$ cat src/hdl/angle_speed_estimator_top_defines.svh
// Assertion macros shared by the angle speed estimator RTL.
`ifndef ANGLE_SPEED_ESTIMATOR_TOP_DEFINES_SVH
`define ANGLE_SPEED_ESTIMATOR_TOP_DEFINES_SVH

// Same-cycle implication, checked on clk_i and disabled while rst_ni is low.
`define ASE_ASSERT_NOW(lbl, ante, cons, msg) \
  lbl: assert property (@(posedge clk_i) disable iff (!rst_ni) (ante) |-> (cons)) \
    else $error(msg);

// Next-cycle implication, checked on clk_i and disabled while rst_ni is low.
`define ASE_ASSERT_NEXT(lbl, ante, cons, msg) \
  lbl: assert property (@(posedge clk_i) disable iff (!rst_ni) (ante) |=> (cons)) \
    else $error(msg);

`endif

$ cat src/hdl/ase_pkg.sv
// Types and constants of the angle speed estimator.
package ase_pkg;

  localparam int unsigned AngleW    = 15;
  localparam int unsigned TimeW     = 32;
  localparam int unsigned StepW     = 16;
  localparam int unsigned SpeedW    = 31;
  localparam int unsigned GainW     = 16;
  localparam int unsigned DelayW    = 8;
  localparam int unsigned CfgIdxW   = 2;
  localparam int unsigned CfgDataW  = 16;
  localparam int unsigned FracW     = 16;
  localparam int unsigned DvdW      = AngleW + FracW;
  localparam int unsigned ErrW      = SpeedW + 1;
  localparam int unsigned ProdW     = ErrW + GainW;
  localparam int unsigned DivCntW   = 5;
  localparam int unsigned DivSteps  = DvdW;

  localparam logic [GainW-1:0]  GainReset  = GainW'(655);
  localparam logic [DelayW-1:0] DelayReset = DelayW'(4);

  localparam logic [CfgIdxW-1:0] CfgGain  = CfgIdxW'(0);
  localparam logic [CfgIdxW-1:0] CfgDelay = CfgIdxW'(1);

  localparam logic signed [SpeedW-1:0] SpeedMax = {1'b0, {(SpeedW-1){1'b1}}};
  localparam logic signed [SpeedW-1:0] SpeedMin = {1'b1, {(SpeedW-1){1'b0}}};

  typedef enum logic [2:0] {
    StIdle,
    StDiv,
    StErr,
    StMul,
    StAcc,
    StOut
  } state_e;

  typedef struct packed {
    logic accept;
    logic div_en;
    logic err_en;
    logic mul_en;
    logic acc_en;
    logic out_load;
  } ctrl_t;

endpackage

$ cat src/hdl/angle_speed_estimator_top.sv
// Angle speed estimator: angle difference over time difference, smoothed by an exponential average.
//
//   Channel  Direction  Handshake                 Payload
//   in       to block   in_valid_i / in_stall_o   angle_sample_i, time_us_i
//   out      from block out_valid_o / out_stall_i angle_out_o, speed_out_o, angle_step_o
//   cfg      to block   cfg_valid_i / cfg_ready_o cfg_index_i, cfg_wdata_i
//
// An item with a nonzero time difference passes through these steps in order: it is
// accepted, the radix-2 restoring divider makes one quotient bit per cycle for all
// 31 quotient bits, then come the error, the gain multiply, the average update and the
// output load. A zero time difference skips the arithmetic and goes straight to the
// output load. Reset clears the stored angle, time and speed and loads the register
// defaults. A stalled output beat holds the block in its output step, so no new
// item is taken until the pending result has moved into the output register.
`include "angle_speed_estimator_top_defines.svh"

module angle_speed_estimator_top (
  input  logic                                clk_i,
  input  logic                                rst_ni,
  input  logic                                in_valid_i,
  output logic                                in_stall_o,
  input  logic [ase_pkg::AngleW-1:0]          angle_sample_i,
  input  logic [ase_pkg::TimeW-1:0]           time_us_i,
  output logic                                out_valid_o,
  input  logic                                out_stall_i,
  output logic [ase_pkg::AngleW-1:0]          angle_out_o,
  output logic signed [ase_pkg::SpeedW-1:0]   speed_out_o,
  output logic signed [ase_pkg::StepW-1:0]    angle_step_o,
  input  logic                                cfg_valid_i,
  output logic                                cfg_ready_o,
  input  logic [ase_pkg::CfgIdxW-1:0]         cfg_index_i,
  input  logic [ase_pkg::CfgDataW-1:0]        cfg_wdata_i
);

  ase_pkg::state_e state_q, state_d;
  ase_pkg::ctrl_t  ctrl;

  // Configuration registers.
  logic [ase_pkg::GainW-1:0]  gain_q;
  logic [ase_pkg::DelayW-1:0] delay_q;

  // Model state.
  logic [ase_pkg::AngleW-1:0]        last_angle_q;
  logic [ase_pkg::TimeW-1:0]         last_time_q;
  logic signed [ase_pkg::SpeedW-1:0] acc_q, acc_d;

  // Work registers of the current item.
  logic [ase_pkg::DivCntW-1:0]       cnt_q;
  logic [ase_pkg::TimeW-1:0]         dt_q;
  logic [ase_pkg::TimeW-1:0]         rem_q;
  logic [ase_pkg::DvdW-1:0]          quo_q;
  logic                              neg_q;
  logic [ase_pkg::AngleW-1:0]        angle_q;
  logic signed [ase_pkg::StepW-1:0]  step_q;
  logic signed [ase_pkg::ErrW-1:0]   err_q;
  logic signed [ase_pkg::ProdW-1:0]  prod_q;

  // Output register.
  logic                              out_valid_q;
  logic [ase_pkg::AngleW-1:0]        angle_out_q;
  logic signed [ase_pkg::SpeedW-1:0] speed_out_q;
  logic signed [ase_pkg::StepW-1:0]  angle_step_q;

  // Front end: sample time, time difference and the wrapped angle difference.
  logic [ase_pkg::TimeW-1:0]         t_now;
  logic [ase_pkg::TimeW-1:0]         dt_now;
  logic signed [ase_pkg::StepW:0]    diff_raw;
  logic signed [ase_pkg::StepW:0]    diff_wrap;
  logic signed [ase_pkg::StepW-1:0]  step_now;
  logic [ase_pkg::StepW-1:0]         abs_step;

  assign t_now    = time_us_i - ase_pkg::TimeW'(delay_q);
  assign dt_now   = t_now - last_time_q;
  assign diff_raw = $signed({2'b00, angle_sample_i}) - $signed({2'b00, last_angle_q});

  always_comb begin
    if (diff_raw > 17'sd16384) begin
      diff_wrap = diff_raw - 17'sd32768;
    end else if (diff_raw < -17'sd16384) begin
      diff_wrap = diff_raw + 17'sd32768;
    end else begin
      diff_wrap = diff_raw;
    end
  end

  assign step_now = diff_wrap[ase_pkg::StepW-1:0];
  assign abs_step = step_now[ase_pkg::StepW-1] ? ase_pkg::StepW'(-step_now)
                                               : ase_pkg::StepW'(step_now);

  // One restoring divider step: shift in the next dividend bit, subtract if it fits.
  logic [ase_pkg::TimeW:0]   rem_sh;
  logic                      fits;
  logic [ase_pkg::TimeW:0]   rem_sub;
  logic [ase_pkg::TimeW-1:0] rem_nx;

  assign rem_sh  = {rem_q, quo_q[ase_pkg::DvdW-1]};
  assign fits    = rem_sh >= {1'b0, dt_q};
  assign rem_sub = rem_sh - {1'b0, dt_q};
  assign rem_nx  = fits ? rem_sub[ase_pkg::TimeW-1:0] : rem_sh[ase_pkg::TimeW-1:0];

  // Signed, saturated instantaneous speed. Only +2^30 can overflow the range.
  logic [ase_pkg::DvdW-1:0]          q_mag;
  logic signed [ase_pkg::SpeedW-1:0] q_speed;

  always_comb begin
    q_mag = quo_q;
    if (!neg_q && q_mag[ase_pkg::DvdW-1]) begin
      q_speed = ase_pkg::SpeedMax;
    end else if (neg_q) begin
      q_speed = $signed(ase_pkg::SpeedW'(-q_mag));
    end else begin
      q_speed = $signed(ase_pkg::SpeedW'(q_mag));
    end
  end

  // Gain multiply; the gain is unsigned, so it is widened with a zero sign bit.
  logic signed [ase_pkg::ProdW:0] prod_full;
  assign prod_full = err_q * $signed({1'b0, gain_q});

  // Average update, rounded to nearest with ties upward, then clamped.
  logic signed [ase_pkg::ProdW-1:0]  prod_rnd;
  logic signed [ase_pkg::ErrW-1:0]   inc;
  logic signed [ase_pkg::ErrW:0]     acc_sum;

  assign prod_rnd = prod_q + $signed(ase_pkg::ProdW'(32768));
  assign inc      = prod_rnd[ase_pkg::ProdW-1:ase_pkg::FracW];
  assign acc_sum  = $signed({{2{acc_q[ase_pkg::SpeedW-1]}}, acc_q})
                  + $signed({inc[ase_pkg::ErrW-1], inc});

  always_comb begin
    if (acc_sum > $signed({{2{1'b0}}, ase_pkg::SpeedMax})) begin
      acc_d = ase_pkg::SpeedMax;
    end else if (acc_sum < $signed({{2{1'b1}}, ase_pkg::SpeedMin})) begin
      acc_d = ase_pkg::SpeedMin;
    end else begin
      acc_d = acc_sum[ase_pkg::SpeedW-1:0];
    end
  end

  // Sequencer: next state.
  always_comb begin
    state_d = state_q;
    case (state_q)
      ase_pkg::StIdle: begin
        if (in_valid_i) begin
          state_d = (dt_now == '0) ? ase_pkg::StOut : ase_pkg::StDiv;
        end
      end
      ase_pkg::StDiv: begin
        if (cnt_q == '0) begin
          state_d = ase_pkg::StErr;
        end
      end
      ase_pkg::StErr: state_d = ase_pkg::StMul;
      ase_pkg::StMul: state_d = ase_pkg::StAcc;
      ase_pkg::StAcc: state_d = ase_pkg::StOut;
      ase_pkg::StOut: begin
        if (!out_valid_q || !out_stall_i) begin
          state_d = ase_pkg::StIdle;
        end
      end
      default: state_d = ase_pkg::StIdle;
    endcase
  end

  // Sequencer: control outputs.
  always_comb begin
    ctrl = '0;
    case (state_q)
      ase_pkg::StIdle: ctrl.accept   = in_valid_i;
      ase_pkg::StDiv:  ctrl.div_en   = 1'b1;
      ase_pkg::StErr:  ctrl.err_en   = 1'b1;
      ase_pkg::StMul:  ctrl.mul_en   = 1'b1;
      ase_pkg::StAcc:  ctrl.acc_en   = 1'b1;
      ase_pkg::StOut:  ctrl.out_load = !out_valid_q || !out_stall_i;
      default:         ctrl = '0;
    endcase
  end

  assign in_stall_o  = (state_q != ase_pkg::StIdle);
  assign cfg_ready_o = 1'b1;

  // Control state and model state.
  always_ff @(posedge clk_i or negedge rst_ni) begin
    if (!rst_ni) begin
      state_q      <= ase_pkg::StIdle;
      gain_q       <= ase_pkg::GainReset;
      delay_q      <= ase_pkg::DelayReset;
      last_angle_q <= '0;
      last_time_q  <= '0;
      acc_q        <= '0;
      cnt_q        <= '0;
      out_valid_q  <= 1'b0;
    end else begin
      state_q <= state_d;
      if (cfg_valid_i && cfg_ready_o) begin
        case (cfg_index_i)
          ase_pkg::CfgGain:  gain_q  <= cfg_wdata_i[ase_pkg::GainW-1:0];
          ase_pkg::CfgDelay: delay_q <= cfg_wdata_i[ase_pkg::DelayW-1:0];
          default: ;
        endcase
      end
      if (ctrl.accept) begin
        last_angle_q <= angle_sample_i;
        last_time_q  <= t_now;
        cnt_q        <= ase_pkg::DivCntW'(ase_pkg::DivSteps - 1);
      end else if (ctrl.div_en) begin
        cnt_q <= cnt_q - 1'b1;
      end
      if (ctrl.acc_en) begin
        acc_q <= acc_d;
      end
      if (ctrl.out_load) begin
        out_valid_q <= 1'b1;
      end else if (!out_stall_i) begin
        out_valid_q <= 1'b0;
      end
    end
  end

  // Payload registers.
  always_ff @(posedge clk_i) begin
    if (ctrl.accept) begin
      dt_q    <= dt_now;
      rem_q   <= '0;
      quo_q   <= {abs_step[ase_pkg::AngleW-1:0], {ase_pkg::FracW{1'b0}}};
      neg_q   <= step_now[ase_pkg::StepW-1];
      angle_q <= angle_sample_i;
      step_q  <= step_now;
    end else if (ctrl.div_en) begin
      rem_q <= rem_nx;
      quo_q <= {quo_q[ase_pkg::DvdW-2:0], fits};
    end
    if (ctrl.err_en) begin
      err_q <= $signed({q_speed[ase_pkg::SpeedW-1], q_speed})
             - $signed({acc_q[ase_pkg::SpeedW-1], acc_q});
    end
    if (ctrl.mul_en) begin
      prod_q <= prod_full[ase_pkg::ProdW-1:0];
    end
    if (ctrl.out_load) begin
      angle_out_q  <= angle_q;
      speed_out_q  <= acc_q;
      angle_step_q <= step_q;
    end
  end

  assign out_valid_o  = out_valid_q;
  assign angle_out_o  = angle_out_q;
  assign speed_out_o  = speed_out_q;
  assign angle_step_o = angle_step_q;

  // An accepted item either starts the divider or goes straight to its output step.
  `ASE_ASSERT_NEXT(a_accept_next, ctrl.accept,
    (state_q == ase_pkg::StDiv) || (state_q == ase_pkg::StOut), "bad state after accept")
  // The divider remainder always stays below the divisor.
  `ASE_ASSERT_NOW(a_rem_bound, state_q == ase_pkg::StDiv, rem_q < dt_q,
    "divider remainder out of range")
  // A result is loaded only when the output register is free or being drained.
  `ASE_ASSERT_NOW(a_out_free, ctrl.out_load, !out_valid_q || !out_stall_i,
    "output register overwritten")
  // The running speed changes only in the average update step.
  `ASE_ASSERT_NEXT(a_acc_hold, state_q != ase_pkg::StAcc, $stable(acc_q),
    "running speed changed outside its update step")

endmodule
$ cat config.mk
export PLATFORM = sky130hd
export DESIGN_NAME = angle_speed_estimator_top
export DESIGN_NICKNAME = d
export VERILOG_FILES = /design/src/hdl/ase_pkg.sv /design/src/hdl/angle_speed_estimator_top.sv
export VERILOG_INCLUDE_DIRS = /design/src /design/src/hdl
export SDC_FILE = /design/constraint.sdc
export NUM_CORES = 2
export LEC_CHECK = 0
export ABC_AREA = 1
export BUFFER_PORTS_ARGS = -buffer_cell sky130_fd_sc_hd__buf_2
export CAP_MARGIN = 20
export CORE_MARGIN = 2
export CORE_UTILIZATION = 50
export DETAILED_ROUTE_END_ITERATION = 8
export PLACE_DENSITY = 0.7
export SLEW_MARGIN = 15
export SYNTH_ARGS = -nofsm -noshare
export SYNTH_HDL_FRONTEND = slang
export SYNTH_SLANG_ARGS = --single-unit
$ cat constraint.sdc
create_clock -name clk_i -period 9.05 [get_ports clk_i]
set_input_delay 0.905 -clock clk_i [delete_from_list [all_inputs] [get_ports clk_i]]
set_output_delay 0.905 -clock clk_i [all_outputs]
set_load 0.005 [all_outputs]
# Word level (Yosys, flattened, before mapping)

Cells that the tools add are included.

Flip-flop bits (word level): 380
Input port bits: 70
Output and inout port bits: 65
Logic and storage cells: 87

$add $sub $neg: 12
$mul: 1
Order comparisons: 5
Equal/unequal tests: 10
Muxes and demuxes: 25
Reduce and logical (&&, ||, !) cells: 14

Operator list:

| kind                     | number |
|---|---|
| $mux W31                 | 6 |
| $sub A32 B32 Y32         | 2 |
| $add A48 B17 Y48 const B | 1 |
| $mul A32 B17 Y48         | 1 |
| $add A31 B32 Y33         | 1 |
| $ge A33 B32 Y1           | 1 |
| $gt A33 B31 Y1 const B   | 1 |
| $lt A33 B31 Y1 const B   | 1 |
| $logic_not A32 Y1        | 1 |
| $mux W16                 | 2 |
| $mux W32                 | 1 |
| $sub A31 B31 Y32         | 1 |
| $sub A32 B8 Y32          | 1 |
| $neg A31 Y31             | 1 |
| $pmux W3 S6              | 1 |
| $add A16 B16 Y16 const B | 1 |
| $gt A16 B16 Y1 const B   | 1 |
| $lt A16 B15 Y1 const B   | 1 |
| $sub A15 B15 Y16         | 1 |
| $sub A16 B16 Y16 const B | 1 |
| $mux W15                 | 1 |
| $neg A15 Y15             | 1 |
| $mux W3                  | 4 |
| $mux W5                  | 2 |
| 18 further kinds         | 32 |

# Depth between registers and ports, before layout

Word-level depth: 7
Gate-level depth with buffers: 30
Mapped depth without buffers: 28

# Worst setup path after synthesis

No wires, ideal clock.

Path type: flip-flop to flip-flop
Start point: register gain_q[3] in the netlist's numbering
End point: register prod_q[47] in the netlist's numbering, data pin
Setup time: 0.261 ns
Arrival: 6.024 ns
Data required time: 8.789 ns
Slack: 2.765 ns
Stages on the path, launching flop included: 22
Path buffers: 2
Clock period less this slack: 6.285 ns
Cell sequence: dfstp_2 clkbuf_1 clkbuf_1 nand2_1 fa_1 inv_1 fa_1 inv_1 fa_1 fa_1 inv_1 fa_1 inv_1 fa_1 inv_1 ha_1 a21oi_1 o21a_1 nor2_1 a2111oi_0 nand3_1 xor2_1

Cells in the longest elaborated chain, start to end: 1

Ends and longest elaborated chain:

| item                         | RTL line                         | source |
|---|---|---|
| start, declared              | angle_speed_estimator_top.sv:39  | `logic [ase_pkg::GainW-1:0] gain_q;` |
| start signal, assigned       | angle_speed_estimator_top.sv:187 | `gain_q <= ase_pkg::GainReset;` |
| start signal, assigned       | angle_speed_estimator_top.sv:198 | `ase_pkg::CfgGain: gain_q <= cfg_wdata_i[ase_pkg::GainW-1:0];` |
| $mul A32 B17 Y48             | angle_speed_estimator_top.sv:118 | `assign prod_full = err_q * $signed({1'b0, gain_q});` |
| named net prod_full, one bit | angle_speed_estimator_top.sv:117 | `logic signed [ase_pkg::ProdW:0] prod_full;` |
| end signal, assigned         | angle_speed_estimator_top.sv:239 | `prod_q <= prod_full[ase_pkg::ProdW-1:0];` |
| end, declared                | angle_speed_estimator_top.sv:56  | `logic signed [ase_pkg::ProdW-1:0] prod_q;` |

The timed path passes the listed nets, and every way through them passes these cells.
A chain may end at the register's enable or synchronous reset.

# Final worst setup path

Start point: register gain_q[2] in the netlist's numbering
End point: register prod_q[47] in the netlist's numbering, data pin

The elaborated chain is that of the path after synthesis.

==> impl_summary.txt <==
----------------------------------------------------
[Critical path]
  R2R depth ... 19
  Capturing point of the worst reg2reg path ... prod_q[47]
  Peak fanout along the critical path ... 33
  Critical path startpoint category ... flip-flop
  Beginning of the critical path ... gain_q[2]
  Worst setup path endpoint ... prod_q[47]
  Crit path cell chain ... nand2_1, fa_1, inv_1, fa_1, inv_1, fa_1, fa_1, inv_1, fa_1, inv_1, fa_1, inv_1, ha_1, a21oi_1, o21a_1, nor2_1, a2111oi_0, nand3_1, xor2_1
  Slowest cell on the critical path ... dfstp_2
  Source of the worst register-to-register timing path ... gain_q[2]
  Cell repeated most along the worst path ... fa_1
  Delay of the slowest cell on the worst path ... about 1100 ps
  Critical path capture point type ... flip-flop
  Reg-to-reg setup timing slack ... just under 2000 ps
  Type of the worst setup path ... reg2reg
  Data arrival time at the worst-slack endpoint ... roughly 7500 ps
  Data required time at the worst endpoint ... approximately 9400 ps

[Yosys]
  Prevailing post-synth register cell ... edfxtp_1
  Number of flops mapped to enable cells by yosys ... approximately 210
  Total standard cell area after synthesis ... 42080 um^2
  Library cell with the largest summed area after synthesis ... fa_1
  Post-synthesis async set-or-reset flop share ... about 30%
  Top area cells in the synthesized netlist ... fa_1 23%, edfxtp_1 15%, nand2_1 12%
  Proportion of synthesized chip area in sequential cells ... roughly a quarter
  Post-synth top cells ... 1305 x nand2_1, 1266 x inv_1, 488 x fa_1
  Register bit count reported by yosys ... 364
  Post-synth net total ... 6243
  Synthesized area divided by synthesized cell count ... 7.764 um^2
  Yosys top cell area share ... 23.22%
  Most frequent cell after synthesis ... nand2_1
  Gate count of the mapped netlist ... 5419
  Count of different cell masters after synthesis ... 63
  Yosys warns ... 0

[Drt]
  Wire length per cell ... approximately 17 um
  Final wirelength ... 112500 um
  Routed met1 length ... 47010 um
  Routed length on met2 ... 53950 um
  Via count ... 34517
  DRT antenna net count ... 0
  Residual DRC ... 0
  Number of violations reported at the end of detailed-routing iteration 0 ... 2433
  Number of vias per cell ... 5.258
  Highest metal used ... met4
  Met3 Routed Length ... 7356 um
  Number of iterations in the first detailed-routing pass ... 6

[Global route]
  Residual overflow from global routing ... 0
  All-layer global routing usage ... a little over a quarter
  Vias in the first global route ... 34304
  Maximum number of pins on one net before global-route repair ... 83
  Global-route wire length before repair ... roughly 180000 um
  Number of antenna violations at the first check in global routing ... 0

[Clock network]
  Clock buffer count from CTS ... 43
  Clock transition at path regs ... 60 ps
  Hold bufs inserted after CTS ... 0
  Number of clock sinks seen by CTS ... roughly 360
  Clock tree root driver cell ... clkbuf_16
  CTS tree ... yes
  Maximum level of the CTS H-tree ... 2
  Maximum number of buffers from clock root to sink ... 3
  Number of gates given a new drive strength after cts ... 0
  Setup fix buffers added after clock tree synthesis ... 0
  Clk_lat worst skew ... 600 ps

[Cells and area]
  Nets ... 6275
  Fill count ... 7819
  Proportion of layout cells with a drive suffix above 1 ... 5.433%
  Synthesis-to-finish area growth ... 7.390%
  Number of antenna cells inserted ... 0

[Floorplanning]
  Core Box Area ... 83420 um^2
  Initial core utilization ... 50.44%
  Standard-cell row count ... about 110
  Chip Width ... 294.1 um
  Die outline area ... 86490 um^2
  Top-Level Pins ... roughly 140
  Die outline height ... between 200 and 300 um

[Outcome]
  Outcome ... completed

[Timing]
  Final clock period utilization by the worst path ... 78.57%
  Final Hold Vio Count ... 0
  Slew HR ... 30.99%
  Pins over their slew limit ... 0
  RSZ-0062 raised after global routing ... false
  Final sum of negative setup slack ... 0 ps
  Clock tree skew after final layout ... between 15 and 20 ps
  Highest achievable clock rate ... 0.1406 GHz
  Number of setup violations in the final report ... 0
  Clock period minus worst slack ... just over 7000 ps
  Slew at the pin closest to its max-slew limit ... 1033 ps

[Placed design]
  Number of buffers inserted by port buffering ... 133
  Detailed-placement wirelength estimate ... 89290 um
  Gp weighted congestion ... about 0.95

[Run]
  Number of maximum-capacitance constraint violations ... 0

[Worst hold path]
  Type of the most critical hold path ... in2async

----------------------------------------------------
-- layer usage --
layer  vias to the layer above  track usage [%]
met1                     16520            34.30
met4                         0            9.607
met3                       237            4.041
met5                         -                0
li1                      16651                -
met2                      1109            44.54
-- cell usage in the layout, fill, tap and decap left out, types with 6 or more instances in the layout --
cell type,n
clkinv_2,7
or2_2,10
xor2_1,139
a21o_1,16
ha_1,266
clkbuf_1,6
dfrtp_1,104
nor3_2,8
nand4_1,43
o21ai_1,6
clkbuf_16,43
fa_1,488
o211ai_1,19
buf_4,31
nand3_2,6
nor4_1,19
xnor2_1,63
o21bai_1,11
edfxtp_1,205
nor3_1,58
bufinv_16,8
nor2_1,325
a21oi_1,289
nand3b_1,10
nand2_1,1305
dfstp_2,7
o21ai_0,276
a31oi_1,15
nand3_1,158
mux2_2,8
o21a_1,17
inv_1,1265
dfxtp_1,48
buf_2,132
-- cell families after synthesis --
| family | Yosys count | synth area share, % |
|---|---|---|
| compound gates | 683 | 8.802 |
| xor+xnor | 205 | 4.321 |
| fa+ha+maj | 754 | 31.13 |
| buf+inv | 1445 | 13.07 |
| flops | 364 | 23.54 |
| mux | 8 | 0.2141 |
| other cells | 1 | 0.008913 |
| simple gates | 1959 | 18.92 |
-- worst min-delay path by stage --
stage,from,endpoint,slack (ps),depth (start not counted)
2_1_floorplan,angle_q[0],angle_out_o[0],400,0
4_1_cts,rst_ni,last_time_q[27],330,1
6_report,rst_ni,last_time_q[27],310,1
3_3_place_gp,angle_q[11],angle_out_o[11],400,0
5_1_grt,rst_ni,last_time_q[27],370,1
3_5_place_dp,angle_q[12],angle_out_o[12],400,0
-- layout make-up --
class	instances	area (um^2)	area share, %
multi-input combinational	3610	26710	59.10
timing repair buffer	165	932.1	2.063
inverter	1267	4756	10.53
clock inverter	28	410.4	0.9083
clock buffer	51	1126	2.492
sequential	364	9903	21.92
tap	1080	1351	2.991
-- registers in the layout, summed over array words and instances, names as in the netlist, 16 cells and up --
| signal | flops |
|---|---|
| q_mag | 31 |
| prod_q | 33 |
| gain_q | 16 |
| last_time_q | 32 |
| err_q | 32 |
| rem_q | 32 |
| angle_step_o | 16 |
| acc_q | 31 |
| speed_out_o | 31 |
| dt_q | 32 |
-- critical path: cells and delay by family (launching register included) --
kind | cells | cell delay [ps]
AO/OA/AOI/OAI | 3 | 800
XOR/XNOR | 1 | 170
adder cells (fa/ha/maj) | 7 | 3920
buffers and inverters | 5 | 420
flip-flops | 1 | 1050
AND/OR/NAND/NOR | 3 | 500
-- metrics by stage --
stage          hold slack (ps)  cells  cell area, um^2  utilization (%)  setup slack, ps
6_report                 313.2   6565            45180            54.16             1940
5_1_grt                  368.1   6565            45180            54.16             1522
4_1_cts                  328.8   6565            45180            54.16             1962
3_5_place_dp             404.5   6486            43650            52.32             1966
3_3_place_gp             401.0   6485            43620            52.29             2121
2_1_floorplan            400.3   5419            42080                -             2765
Power is left out: the tool's default activity adds up to more than one toggle a clock period on the data nets, which glitch-free logic cannot reach.
